`config.mk`:
```
export PLATFORM = sky130hd
export DESIGN_NAME = weave_pattern_texel_flat
export DESIGN_NICKNAME = d
export VERILOG_FILES = /design/src/hw/rtl/wpt_pkg.sv /design/src/hw/rtl/wpt_coord_if.sv /design/src/hw/rtl/wpt_texel_if.sv /design/src/hw/rtl/weave_pattern_texel.sv /design/src/flat_wrapper.sv
export SDC_FILE = /design/constraint.sdc
export NUM_CORES = 2
export LEC_CHECK = 0
export ABC_CLOCK_PERIOD_IN_PS = 12250
export BUFFER_PORTS_ARGS = -buffer_cell sky130_fd_sc_hd__buf_4
export CELL_PAD_IN_SITES_DETAIL_PLACEMENT = 1
export CELL_PAD_IN_SITES_GLOBAL_PLACEMENT = 1
export CORE_MARGIN = 5
export CORE_UTILIZATION = 40
export DETAILED_ROUTE_END_ITERATION = 10
export PLACE_DENSITY_LB_ADDON = 0.1
export SYNTH_ARGS = -nofsm -noshare
export SYNTH_HDL_FRONTEND = slang
export SYNTH_SLANG_ARGS = --single-unit
```
`constraint.sdc`:
```
create_clock -name clk -period 12.25 [get_ports clk]
set_input_delay 1.225 -clock clk [delete_from_list [all_inputs] [get_ports clk]]
set_output_delay 1.225 -clock clk [all_outputs]
set_load 0.1 [all_outputs]
```
`src/hw/rtl/wpt_pkg.sv`:
```
// Shared widths, register indices, codes and tables of the woven-pattern texel block
package wpt_pkg;

  // coordinate fraction bits and derived widths
  localparam int FRAC_W      = 16;
  localparam int TILE_W      = 8;
  localparam int RUN_W       = 4;
  localparam int ROWS_W      = RUN_W + 1;
  localparam int PERIOD_W    = 9;
  localparam int X_W         = 13;
  localparam int RECIP_W     = 21;
  localparam int RECIP_SHIFT = 20;
  localparam int WIDTH_W     = 16;
  localparam int BAND_W      = FRAC_W + 17;
  localparam int COLOR_W     = 32;
  localparam int KIND_W      = 2;
  localparam int CFG_IDX_W   = 4;
  localparam int CFG_DATA_W  = 32;

  // register indices
  localparam logic [CFG_IDX_W-1:0] REG_OVERRUN    = 4'd0;
  localparam logic [CFG_IDX_W-1:0] REG_UNDERRUN   = 4'd1;
  localparam logic [CFG_IDX_W-1:0] REG_SKIP       = 4'd2;
  localparam logic [CFG_IDX_W-1:0] REG_WIDTHS     = 4'd3;
  localparam logic [CFG_IDX_W-1:0] REG_WARP_COL   = 4'd4;
  localparam logic [CFG_IDX_W-1:0] REG_WEFT_COL   = 4'd5;
  localparam logic [CFG_IDX_W-1:0] REG_BG_COL     = 4'd6;
  localparam logic [CFG_IDX_W-1:0] REG_TILING     = 4'd7;
  localparam logic [CFG_IDX_W-1:0] REG_COUNT      = 4'd8;

  // register reset values
  localparam logic [RUN_W-1:0]      RST_OVERRUN  = 4'd1;
  localparam logic [RUN_W-1:0]      RST_UNDERRUN = 4'd1;
  localparam logic [RUN_W-1:0]      RST_SKIP     = 4'd1;
  localparam logic [2*WIDTH_W-1:0]  RST_WIDTHS   = 32'hCCCC_CCCD;
  localparam logic [COLOR_W-1:0]    RST_WARP_COL = 32'hFFFF_FFFF;
  localparam logic [COLOR_W-1:0]    RST_WEFT_COL = 32'hFF00_0000;
  localparam logic [COLOR_W-1:0]    RST_BG_COL   = 32'hFF00_0000;
  localparam logic [2*TILE_W-1:0]   RST_TILING   = 16'h0404;
  localparam logic [PERIOD_W-1:0]   RST_PERIOD   = 9'd2;

  // thread kind codes
  localparam logic [KIND_W-1:0] KIND_BG   = 2'd0;
  localparam logic [KIND_W-1:0] KIND_WARP = 2'd1;
  localparam logic [KIND_W-1:0] KIND_WEFT = 2'd2;

  // ceil(2^RECIP_SHIFT / r) for the row counts one to thirty
  function automatic logic [RECIP_W-1:0] recip_of(input logic [ROWS_W-1:0] r);
    logic [RECIP_W-1:0] v;
    unique case (r)
      5'd1:    v = 21'd1048576;
      5'd2:    v = 21'd524288;
      5'd3:    v = 21'd349526;
      5'd4:    v = 21'd262144;
      5'd5:    v = 21'd209716;
      5'd6:    v = 21'd174763;
      5'd7:    v = 21'd149797;
      5'd8:    v = 21'd131072;
      5'd9:    v = 21'd116509;
      5'd10:   v = 21'd104858;
      5'd11:   v = 21'd95326;
      5'd12:   v = 21'd87382;
      5'd13:   v = 21'd80660;
      5'd14:   v = 21'd74899;
      5'd15:   v = 21'd69906;
      5'd16:   v = 21'd65536;
      5'd17:   v = 21'd61681;
      5'd18:   v = 21'd58255;
      5'd19:   v = 21'd55189;
      5'd20:   v = 21'd52429;
      5'd21:   v = 21'd49933;
      5'd22:   v = 21'd47663;
      5'd23:   v = 21'd45591;
      5'd24:   v = 21'd43691;
      5'd25:   v = 21'd41944;
      5'd26:   v = 21'd40330;
      5'd27:   v = 21'd38837;
      5'd28:   v = 21'd37450;
      5'd29:   v = 21'd36158;
      5'd30:   v = 21'd34953;
      default: v = '0;
    endcase
    return v;
  endfunction

endpackage

```
`src/hw/rtl/wpt_coord_if.sv`:
```
// Coordinate channel: valid/ready with one texture coordinate pair
interface wpt_coord_if
  import wpt_pkg::*;
();
  logic              valid;
  logic              ready;
  logic [FRAC_W-1:0] coord_u;
  logic [FRAC_W-1:0] coord_v;

  modport source (output valid, output coord_u, output coord_v, input ready);
  modport sink   (input valid, input coord_u, input coord_v, output ready);
endinterface

```
`src/hw/rtl/wpt_texel_if.sv`:
```
// Texel channel: valid/ready with one colour and its thread kind
interface wpt_texel_if
  import wpt_pkg::*;
();
  logic               valid;
  logic               ready;
  logic [COLOR_W-1:0] texel_color;
  logic [KIND_W-1:0]  thread_kind;

  modport source (output valid, output texel_color, output thread_kind, input ready);
  modport sink   (input valid, input texel_color, input thread_kind, output ready);
endinterface

```
`src/hw/rtl/weave_pattern_texel.sv`:
```
// Woven twill pattern texel generator: one colour per texture coordinate pair
//
// Channels: coord (sink) takes coord_u/coord_v as unsigned Q0.16; texel (source)
// returns texel_color (RGBA8) and thread_kind (0 background, 1 warp, 2 weft).
// Both use valid/ready; a transfer happens on a clock edge with both high.
// Configuration: cfg_we, cfg_index, cfg_data write one register per cycle;
// indices beyond seven are ignored. Write only while no texel is in flight.
// Throughput: one coordinate per cycle while texel is not stalled and no column
// count is being rebuilt, through the six-stage pipeline (tile multiply, cell
// multiply, twill sum and band test, reciprocal multiply, remainder, colour
// select into the output register).
// After each register write the column count lcm(skip, rows) is rebuilt by a
// step-by-step multiple search, one step a cycle; coord.ready stays low while
// the search loads its multiples and runs.
// Reset: synchronous, active high; all settings return to their defaults and
// the pipeline empties. A stalled receiver holds the output register; each
// stage keeps filling while it has a free slot, so bubbles are squeezed out.
module weave_pattern_texel
  import wpt_pkg::*;
(
  input  logic                  clk,
  input  logic                  rst,
  input  logic                  cfg_we,
  input  logic [CFG_IDX_W-1:0]  cfg_index,
  input  logic [CFG_DATA_W-1:0] cfg_data,
  wpt_coord_if.sink             coord,
  wpt_texel_if.source           texel
);

  typedef enum logic [1:0] {LCM_IDLE, LCM_LOAD, LCM_RUN} lcm_state_t;

  // configuration registers
  logic [RUN_W-1:0]     overrun, underrun, skip;
  logic [2*WIDTH_W-1:0] thread_widths;
  logic [COLOR_W-1:0]   warp_color, weft_color, background_color;
  logic [2*TILE_W-1:0]  tiling;

  // column count search
  lcm_state_t           lcm_state;
  logic [PERIOD_W-1:0]  mul_a, mul_b, column_period;

  logic [RUN_W-1:0]  eff_skip;
  logic [ROWS_W-1:0] rows_sum, eff_rows;
  logic              cfg_hit;

  // pipeline registers
  logic                v1, v2, v3, v4, v5, ov;
  logic [FRAC_W-1:0]   fx, fy;
  logic [PERIOD_W-1:0] ix;
  logic [ROWS_W-1:0]   iy;
  logic [FRAC_W-1:0]   cx, cy;
  logic [X_W-1:0]      x3, x4, q4;
  logic                warp_in3, weft_in3, warp_in4, weft_in4, warp_in5, weft_in5;
  logic [ROWS_W-1:0]   phase;
  logic [COLOR_W-1:0]  texel_color;
  logic [KIND_W-1:0]   thread_kind;

  logic ld1, ld2, ld3, ld4, ld5, ldo, take;

  // stage products
  logic [FRAC_W+TILE_W-1:0]       mu, mv;
  logic [FRAC_W+PERIOD_W-1:0]     px;
  logic [FRAC_W+ROWS_W-1:0]       py;
  logic [X_W-1:0]                 x_sum;
  logic [X_W+RECIP_W-1:0]         prod;
  logic [X_W+ROWS_W-1:0]          qr, rem_full;
  logic                           warp_top;
  logic [KIND_W-1:0]              kind_next;
  logic [COLOR_W-1:0]             color_next;

  // strict band test: (1 - w)/2 < c < (1 + w)/2 at scale 2^(FRAC_W+17)
  function automatic logic in_band(input logic [FRAC_W-1:0] c,
                                   input logic [WIDTH_W-1:0] w);
    logic [BAND_W-1:0] lhs, one, ws;
    lhs = BAND_W'(c) << 17;
    one = BAND_W'(1) << (FRAC_W + 16);
    ws  = BAND_W'(w) << FRAC_W;
    return (lhs > one - ws) && (lhs < one + ws);
  endfunction

  // effective run settings
  assign eff_skip = (skip == '0) ? RUN_W'(1) : skip;
  assign rows_sum = ROWS_W'(overrun) + ROWS_W'(underrun);
  assign eff_rows = (rows_sum == '0) ? ROWS_W'(1) : rows_sum;
  assign cfg_hit  = cfg_we && (cfg_index < REG_COUNT);

  // register writes
  always_ff @(posedge clk) begin
    if (rst) begin
      overrun          <= RST_OVERRUN;
      underrun         <= RST_UNDERRUN;
      skip             <= RST_SKIP;
      thread_widths    <= RST_WIDTHS;
      warp_color       <= RST_WARP_COL;
      weft_color       <= RST_WEFT_COL;
      background_color <= RST_BG_COL;
      tiling           <= RST_TILING;
    end else if (cfg_we) begin
      unique case (cfg_index)
        REG_OVERRUN:  overrun          <= cfg_data[RUN_W-1:0];
        REG_UNDERRUN: underrun         <= cfg_data[RUN_W-1:0];
        REG_SKIP:     skip             <= cfg_data[RUN_W-1:0];
        REG_WIDTHS:   thread_widths    <= cfg_data[2*WIDTH_W-1:0];
        REG_WARP_COL: warp_color       <= cfg_data[COLOR_W-1:0];
        REG_WEFT_COL: weft_color       <= cfg_data[COLOR_W-1:0];
        REG_BG_COL:   background_color <= cfg_data[COLOR_W-1:0];
        REG_TILING:   tiling           <= cfg_data[2*TILE_W-1:0];
        default:      ;
      endcase
    end
  end

  // lcm search: step the smaller of two running multiples until they meet
  always_ff @(posedge clk) begin
    if (rst) begin
      lcm_state     <= LCM_IDLE;
      column_period <= RST_PERIOD;
    end else if (cfg_hit) begin
      lcm_state <= LCM_LOAD;
    end else begin
      unique case (lcm_state)
        LCM_IDLE: ;
        LCM_LOAD: begin
          mul_a     <= PERIOD_W'(eff_skip);
          mul_b     <= PERIOD_W'(eff_rows);
          lcm_state <= LCM_RUN;
        end
        LCM_RUN: begin
          if (mul_a < mul_b) begin
            mul_a <= mul_a + PERIOD_W'(eff_skip);
          end else if (mul_b < mul_a) begin
            mul_b <= mul_b + PERIOD_W'(eff_rows);
          end else begin
            column_period <= mul_a;
            lcm_state     <= LCM_IDLE;
          end
        end
        default: lcm_state <= LCM_IDLE;
      endcase
    end
  end

  // per-stage load enables; a stage loads when empty or when it drains
  assign ldo  = !ov || texel.ready;
  assign ld5  = !v5 || ldo;
  assign ld4  = !v4 || ld5;
  assign ld3  = !v3 || ld4;
  assign ld2  = !v2 || ld3;
  assign ld1  = !v1 || ld2;
  assign coord.ready = ld1 && (lcm_state == LCM_IDLE);
  assign take = coord.valid && coord.ready;

  // valid bits
  always_ff @(posedge clk) begin
    if (rst) begin
      v1 <= 1'b0;
      v2 <= 1'b0;
      v3 <= 1'b0;
      v4 <= 1'b0;
      v5 <= 1'b0;
      ov <= 1'b0;
    end else begin
      if (ld1) v1 <= take;
      if (ld2) v2 <= v1;
      if (ld3) v3 <= v2;
      if (ld4) v4 <= v3;
      if (ld5) v5 <= v4;
      if (ldo) ov <= v5;
    end
  end

  // stage 1: scale by tiling and wrap
  assign mu = coord.coord_u * tiling[TILE_W-1:0];
  assign mv = coord.coord_v * tiling[2*TILE_W-1:TILE_W];

  always_ff @(posedge clk) begin
    if (ld1 && take) begin
      fx <= mu[FRAC_W-1:0];
      fy <= mv[FRAC_W-1:0];
    end
  end

  // stage 2: cell index and in-cell position
  assign px = fx * column_period;
  assign py = fy * eff_rows;

  always_ff @(posedge clk) begin
    if (ld2 && v1) begin
      ix <= px[FRAC_W +: PERIOD_W];
      iy <= py[FRAC_W +: ROWS_W];
      cx <= px[FRAC_W-1:0];
      cy <= py[FRAC_W-1:0];
    end
  end

  // stage 3: twill sum and thread band tests
  assign x_sum = X_W'(iy) + X_W'(eff_skip) * X_W'(ix);

  always_ff @(posedge clk) begin
    if (ld3 && v2) begin
      x3       <= x_sum;
      warp_in3 <= in_band(cx, thread_widths[WIDTH_W-1:0]);
      weft_in3 <= in_band(cy, thread_widths[2*WIDTH_W-1:WIDTH_W]);
    end
  end

  // stage 4: quotient by reciprocal multiply
  assign prod = x3 * recip_of(eff_rows);

  always_ff @(posedge clk) begin
    if (ld4 && v3) begin
      q4       <= prod[RECIP_SHIFT +: X_W];
      x4       <= x3;
      warp_in4 <= warp_in3;
      weft_in4 <= weft_in3;
    end
  end

  // stage 5: remainder gives the twill phase
  assign qr       = q4 * eff_rows;
  assign rem_full = (X_W+ROWS_W)'(x4) - qr;

  always_ff @(posedge clk) begin
    if (ld5 && v4) begin
      phase    <= rem_full[ROWS_W-1:0];
      warp_in5 <= warp_in4;
      weft_in5 <= weft_in4;
    end
  end

  // stage 6: thread on top wins where both cover
  assign warp_top = phase < ROWS_W'(overrun);

  always_comb begin
    if (warp_top) begin
      kind_next = warp_in5 ? KIND_WARP : (weft_in5 ? KIND_WEFT : KIND_BG);
    end else begin
      kind_next = weft_in5 ? KIND_WEFT : (warp_in5 ? KIND_WARP : KIND_BG);
    end
    unique case (kind_next)
      KIND_WARP: color_next = warp_color;
      KIND_WEFT: color_next = weft_color;
      default:   color_next = background_color;
    endcase
  end

  always_ff @(posedge clk) begin
    if (ldo && v5) begin
      texel_color <= color_next;
      thread_kind <= kind_next;
    end
  end

  assign texel.valid       = ov;
  assign texel.texel_color = texel_color;
  assign texel.thread_kind = thread_kind;

endmodule

```
`src/flat_wrapper.sv`:
```
// flat-port wrapper written by rule: the top's interface ports become plain ports
module weave_pattern_texel_flat import wpt_pkg::*;
  (clk, rst, cfg_we, cfg_index, cfg_data, coord_valid, coord_coord_u, coord_coord_v, coord_ready, texel_valid, texel_texel_color, texel_thread_kind, texel_ready);
  wpt_coord_if coord_i ();
  wpt_texel_if texel_i ();
  input  logic clk;
  input  logic rst;
  input  logic cfg_we;
  input  logic [CFG_IDX_W-1:0] cfg_index;
  input  logic [CFG_DATA_W-1:0] cfg_data;
  input wire logic [$bits(coord_i.valid)-1:0] coord_valid;
  input wire logic [$bits(coord_i.coord_u)-1:0] coord_coord_u;
  input wire logic [$bits(coord_i.coord_v)-1:0] coord_coord_v;
  output wire logic [$bits(coord_i.ready)-1:0] coord_ready;
  output wire logic [$bits(texel_i.valid)-1:0] texel_valid;
  output wire logic [$bits(texel_i.texel_color)-1:0] texel_texel_color;
  output wire logic [$bits(texel_i.thread_kind)-1:0] texel_thread_kind;
  input wire logic [$bits(texel_i.ready)-1:0] texel_ready;
  assign coord_i.valid = coord_valid;
  assign coord_i.coord_u = coord_coord_u;
  assign coord_i.coord_v = coord_coord_v;
  assign coord_ready = coord_i.ready;
  assign texel_valid = texel_i.valid;
  assign texel_texel_color = texel_i.texel_color;
  assign texel_thread_kind = texel_i.thread_kind;
  assign texel_i.ready = texel_ready;
  weave_pattern_texel u_core (.clk(clk), .rst(rst), .cfg_we(cfg_we), .cfg_index(cfg_index), .cfg_data(cfg_data), .coord(coord_i), .texel(texel_i));
endmodule
```
# Word-level counts from Yosys, hierarchy flattened
# Memories as Yosys holds them, arrays and structs flattened.
# Index checks and enable logic that the tools add are counted.
[word_totals]
output_inout_bits = 36
reg_bits = 345
word_cells = 144
romBits = 672
mem_count = 1
[mem_list]
columns = ["memory", "depth", "word_bits", "rd", "rd_clocked_by_memory_dff", "wr", "line_no", "source"]
rows = [
  ["(no name shown)", 32, 21, 1, 0, 0, "wpt_pkg.sv:50", "unique case (r)"],
]
[op_classes]
bitwise = 5
n_mux = 17
n_reduce_logical = 42
add_sub_neg = 9
eq_ne = 18
order_cmp = 8
multipliers = 7
[ops]
columns = ["op", "count"]
rows = [
  ["adder 33 x 32 -> 33 bit, first input constant", 2],
  ["> comparator 33 bit", 2],
  ["< comparator 33 bit", 2],
  ["subtractor 33 x 32 -> 33 bit, first input constant", 2],
  ["one-hot mux 32 bit (2 select lines)", 1],
  ["one-hot mux 9 bit (2 select lines)", 2],
  ["multiplier 13 x 21 -> 33 bit", 1],
  ["multiplier 16 x 8 -> 16 bit", 2],
  ["two-way mux 9 bit", 3],
  ["multiplier 16 x 9 -> 25 bit", 1],
  ["multiplier 16 x 5 -> 21 bit", 1],
  ["< comparator 9 bit", 2],
  ["== test 4 x 3 -> 1 bit, second input constant", 4],
  ["AND reduction 2 bit", 8],
  ["adder 5 x 13 -> 13 bit", 1],
  ["multiplier 13 x 5 -> 5 bit", 1],
  ["multiplier 4 x 9 -> 13 bit", 1],
  ["two-way mux 2 bit", 6],
  ["logical AND 1 bit", 11],
  ["adder 9 x 4 -> 9 bit", 1],
  ["adder 9 x 5 -> 9 bit", 1],
  ["== test 4 x 2 -> 1 bit, second input constant", 2],
  ["zero test 4 bit", 2],
  ["AND reduction 4 bit", 2],
  ["23 further kinds", 45],
]

# Longest topological paths before layout
[depth]
ltp_word = 10
mapped_depth = 36

# Worst setup path after synthesis
# OpenSTA, ideal clock, no wires.
[synth_timing]
kind = "flip-flop to flip-flop"
start = "reg u_core.underrun[0]"
end = "reg u_core.q4[4], data pin"
stages_incl_launch_ff = 32
setup_ns = 0.262
required_time_ns = 11.988
n_path_buf = 2
arrival_ns = 8.088
slack_ns = 3.900
path_cell_list = "dfxtp_1 > ha_1 > fa_1 > a21o_1 > a21oi_4 > nand2_1 > o31ai_2 > clkbuf_1 > ha_1 > inv_1 > o311ai_0 > and2_1 > clkbuf_1 > nand2_1 > fa_1 > inv_1 > fa_1 > fa_1 > fa_1 > inv_1 > fa_1 > inv_1 > ha_1 > a21o_1 > a21o_1 > nor2_1 > o211ai_1 > a31oi_1 > o21ai_1 > o41ai_2 > o21bai_1 > xor2_1"
[synth_between]
elab_chain_len = 5
[synth_rtl]
columns = ["item", "line_no", "source"]
rows = [
  ["start: declaration", "weave_pattern_texel.sv:33", "logic [RUN_W-1:0] overrun, underrun, skip;"],
  ["start signal: assignment", "weave_pattern_texel.sv:101", "REG_UNDERRUN: underrun <= cfg_data[RUN_W-1:0];"],
  ["adder 4 x 4 -> 5 bit (*)", "weave_pattern_texel.sv:83", "assign rows_sum = ROWS_W'(overrun) + ROWS_W'(underrun);"],
  ["zero test 5 bit", "weave_pattern_texel.sv:84", "assign eff_rows = (rows_sum == '0) ? ROWS_W'(1) : rows_sum;"],
  ["two-way mux 5 bit (*)", "weave_pattern_texel.sv:84", ""],
  ["memory (32 x 21 bit) (*)", "--", ""],
  ["multiplier 13 x 21 -> 33 bit (*)", "weave_pattern_texel.sv:208", "assign prod = x3 * recip_of(eff_rows);"],
  ["net u_core.prod[24]", "weave_pattern_texel.sv:65", "logic [X_W+RECIP_W-1:0] prod;"],
  ["end signal: assignment", "weave_pattern_texel.sv:212", "q4 <= prod[RECIP_SHIFT +: X_W];"],
  ["end: declaration", "weave_pattern_texel.sv:52", "logic [X_W-1:0] x3, x4, q4;"],
]
# Mark *: on every way through the listed nets, which the timed path passes. The rest lies on a longest branch.
# A chain may end at the register's enable or synchronous reset.

# Worst setup path after layout
[layout_timing]
start = "reg u_core.underrun[2]"
end = "reg u_core.q4[4], data pin"
# The elaborated chain is that of the path after synthesis.

==> run metrics <==
clk_skew=0.03745 ns; insertion delay to the later sink of the worst-skew pair=around 0.6 ns; vias in the first global route=28.48k; R2R cell count=32; max_slew headroom=roughly 25%; HP Start=u_core.warp_in3$_DFFE_PP_; Vias/cell=5.133; hpwl dp=74.26 mm; Worst Hold End=u_core.warp_in4$_DFFE_PP_; Post-synth top cells=nand2_1, inv_1, fa_1; vias post-DR=26.34k; design area=39110 um^2; Hold Path Class=flip-flop to flip-flop; Finish-stage setup viols=0; setup_tns=0 ns; hold_buf cts=0; Clk pwr share=37.6%; CP max-delay cell=ha_1; top-count cell post-synth=nand2_1; largest net degree at the start of global routing=98; cell mode on critical path=fa_1; clk buf depth=3; CTS tree=yes; Mapped Nets=4738; Switching Power=1.146 mW; Yosys top cell area share=25.80%; area grow syn2layout=9.830%; area leader, netlist=fa_1; Mapped Cells=3909; Placed Instance Area=37630 um^2; Top FF cell, synth=dfxtp_1; Die Wd=approximately 300 um; Async S/R FF share, synth=0%; warnings from Yosys=0; cell family with most CP delay=adder cells; final hold violations=0; Crit. End Element=flip-flop; Req. time, crit path=roughly 13 ns; CTS resizes=0; layout cells sized above 1=approximately 6.4%; DR iter-0 viols=1101; worst-path fanout max=33; P_leak=17.40 nW; Pre-antenna DRT Iters=7; top cells by area, synth=fa_1, edfxtp_1, ha_1; DP Worst Slack=2.712 ns; Flop pwr share=36.7%; crit path time final=about 9.6 ns; synthesized flop and latch total=337; clock root buffer=clkbuf_16; arrival time worst endpoint=9.93 ns; count of pins over their slew limit=0; Synth Cell Area=35610 um^2; row count=109; Tcrit/Tclk final=78.22%; Worst-path clk slew=approximately 0.07 ns; share of power burned in combinational logic=25.8%; Max VDD drop=just over 0.00009 V; CP Buf/Inv Count=6; Post-CTS Setup Bufs=0; P_int=about 2.4 mW; RSZ-0062 raised after global routing=no; CP Launch Type=flip-flop; RR Endpoint=u_core.q4[4]$_DFFE_PP_; total congestion overflow=0; Post-synth EDFFs=164; flop-to-flop setup slack=2.67 ns; Total Routing Usage GR=approximately 21%; mean routed wirelength per cell=18.94 um; nets@finish=4759; hold depth=0; final worst slack=2.668 ns; Die ar.=between 90000 and 100000 um^2; Starting Density=around two fifths; clk sink count=337; reg2reg start=u_core.underrun[2]$_SDFFE_PP0P_; sequential cell area fraction in the yosys report=23.55%; Max Cap Viol=0; CP max stage delay=0.59 ns; Tot Pwr=3.532 mW; worst slew pin tran=1.115 ns; port buffer count=108; Sw Ratio=approximately a third; fmax=0.1044 GHz; Ports=about 110; first-pass GRT wire length=about 160 mm; kind of critical path=flip-flop to flip-flop; initial antenna violation count=6; Distinct cells, synth=80; Placer Congestion=approximately 0.82; PwrDens=90.31 nW/um^2; die height=308.4 um; status=completed; Core Footprint=about 88000 um^2; Post-Syn Area per Cell=roughly 9 um^2; final hold slack=0.4046 ns; Num CTS Buffers=44; final antenna-violating net count=0; DRC errors left=0; final wirelength=just under 100 mm; H-tree Lvls=2; WP depth=32
-- sequential cells by signal (all words and copies together) (netlist names), 9 cells and up --
signal,count
u_core.cx,16
u_core.column_period,9
u_core.background_color,32
u_core.ix,9
u_core.mul_a,9
u_core.x3,13
u_core.thread_widths,32
u_core.tiling,16
u_core.fy,16
u_core.fx,16
u_core.cy,16
u_core.texel.texel_color,32
u_core.weft_color,32
u_core.warp_color,32
u_core.mul_b,9
-- routing by layer --
metal | wire length, um | up-vias | track usage (%)
li1 | - | 12440 | -
met5 | 13 | - | 0
met4 | 1497 | 2 | 3.673
met3 | 3377 | 88 | 2.348
met1 | 43870 | 13490 | 28.19
met2 | 48420 | 323 | 35.90
-- final cells by class --
cell class | instances | area, um^2
Clock inverter | 17 | 205.2
Clock buffer | 63 | 1275
Antenna cell | 3 | 7.507
Multi-Input combinational cell | 2775 | 24330
Tap cell | 1165 | 1458
Fill cell | 10230 | 49260
Inverter | 624 | 2344
Timing Repair Buffer | 148 | 1111
Sequential cell | 337 | 8388
-- cell usage in the layout (no fill, tap or decap), types with 46 or more instances in the layout --
cell type / netlist / layout
a21oi_1: 161 / 161
and2_1: 308 / 308
buf_4: 1 / 148
clkbuf_16: 0 / 46
dfxtp_1: 173 / 173
edfxtp_1: 164 / 164
fa_1: 459 / 459
ha_1: 297 / 297
inv_1: 621 / 621
nand2_1: 704 / 704
nand3b_1: 54 / 54
nor2_1: 122 / 121
o21ai_0: 58 / 58
xnor2_1: 135 / 135
-- through the flow --
step | cells | util, %
after floorplan | 3909 | -
after global placement | 5049 | 42.58
after detailed placement | 5049 | 42.58
after CTS | 5129 | 44.25
after global routing | 5130 | 44.25
final | 5132 | 44.26
-- cells by family (layout without fill, tap and decap cells) --
logic type      after synthesis  in the layout  synth area share (%)
flops                       337            337                 23.55
compound gates              446            446                 8.415
buf+inv                     797            852                 8.432
mux                          21             21                0.6008
xor+xnor                    160            160                 3.995
simple gates               1392           1392                 18.77
other cells                   0              3                     0
fa+ha+maj                   756            756                 36.24
-- worst max path at each step --
stage | start | endpoint | slack, ns
after floorplan | u_core.underrun[0]$_SDFFE_PP1P_ | u_core.q4[4]$_DFFE_PP_ | 3.90
after global placement | u_core.underrun[2]$_SDFFE_PP0P_ | u_core.q4[4]$_DFFE_PP_ | 2.84
after detailed placement | u_core.underrun[2]$_SDFFE_PP0P_ | u_core.q4[4]$_DFFE_PP_ | 2.71
after CTS | u_core.underrun[2]$_SDFFE_PP0P_ | u_core.q4[4]$_DFFE_PP_ | 2.68
after global routing | u_core.underrun[2]$_SDFFE_PP0P_ | u_core.q4[4]$_DFFE_PP_ | 2.02
final | u_core.underrun[2]$_SDFFE_PP0P_ | u_core.q4[4]$_DFFE_PP_ | 2.67
-- power groups by stage --
stage	Sequential [mW]	Combinational (mW)	Clock, mW
after global routing	1.30	1.05	1.42
after global placement	1.32	0.900	0
after floorplan	1.29	0.657	0
after CTS	1.30	0.932	1.37
final	1.30	0.910	1.33
after detailed placement	1.32	0.924	0
No activity file was read; power rests on OpenSTA's default activity.
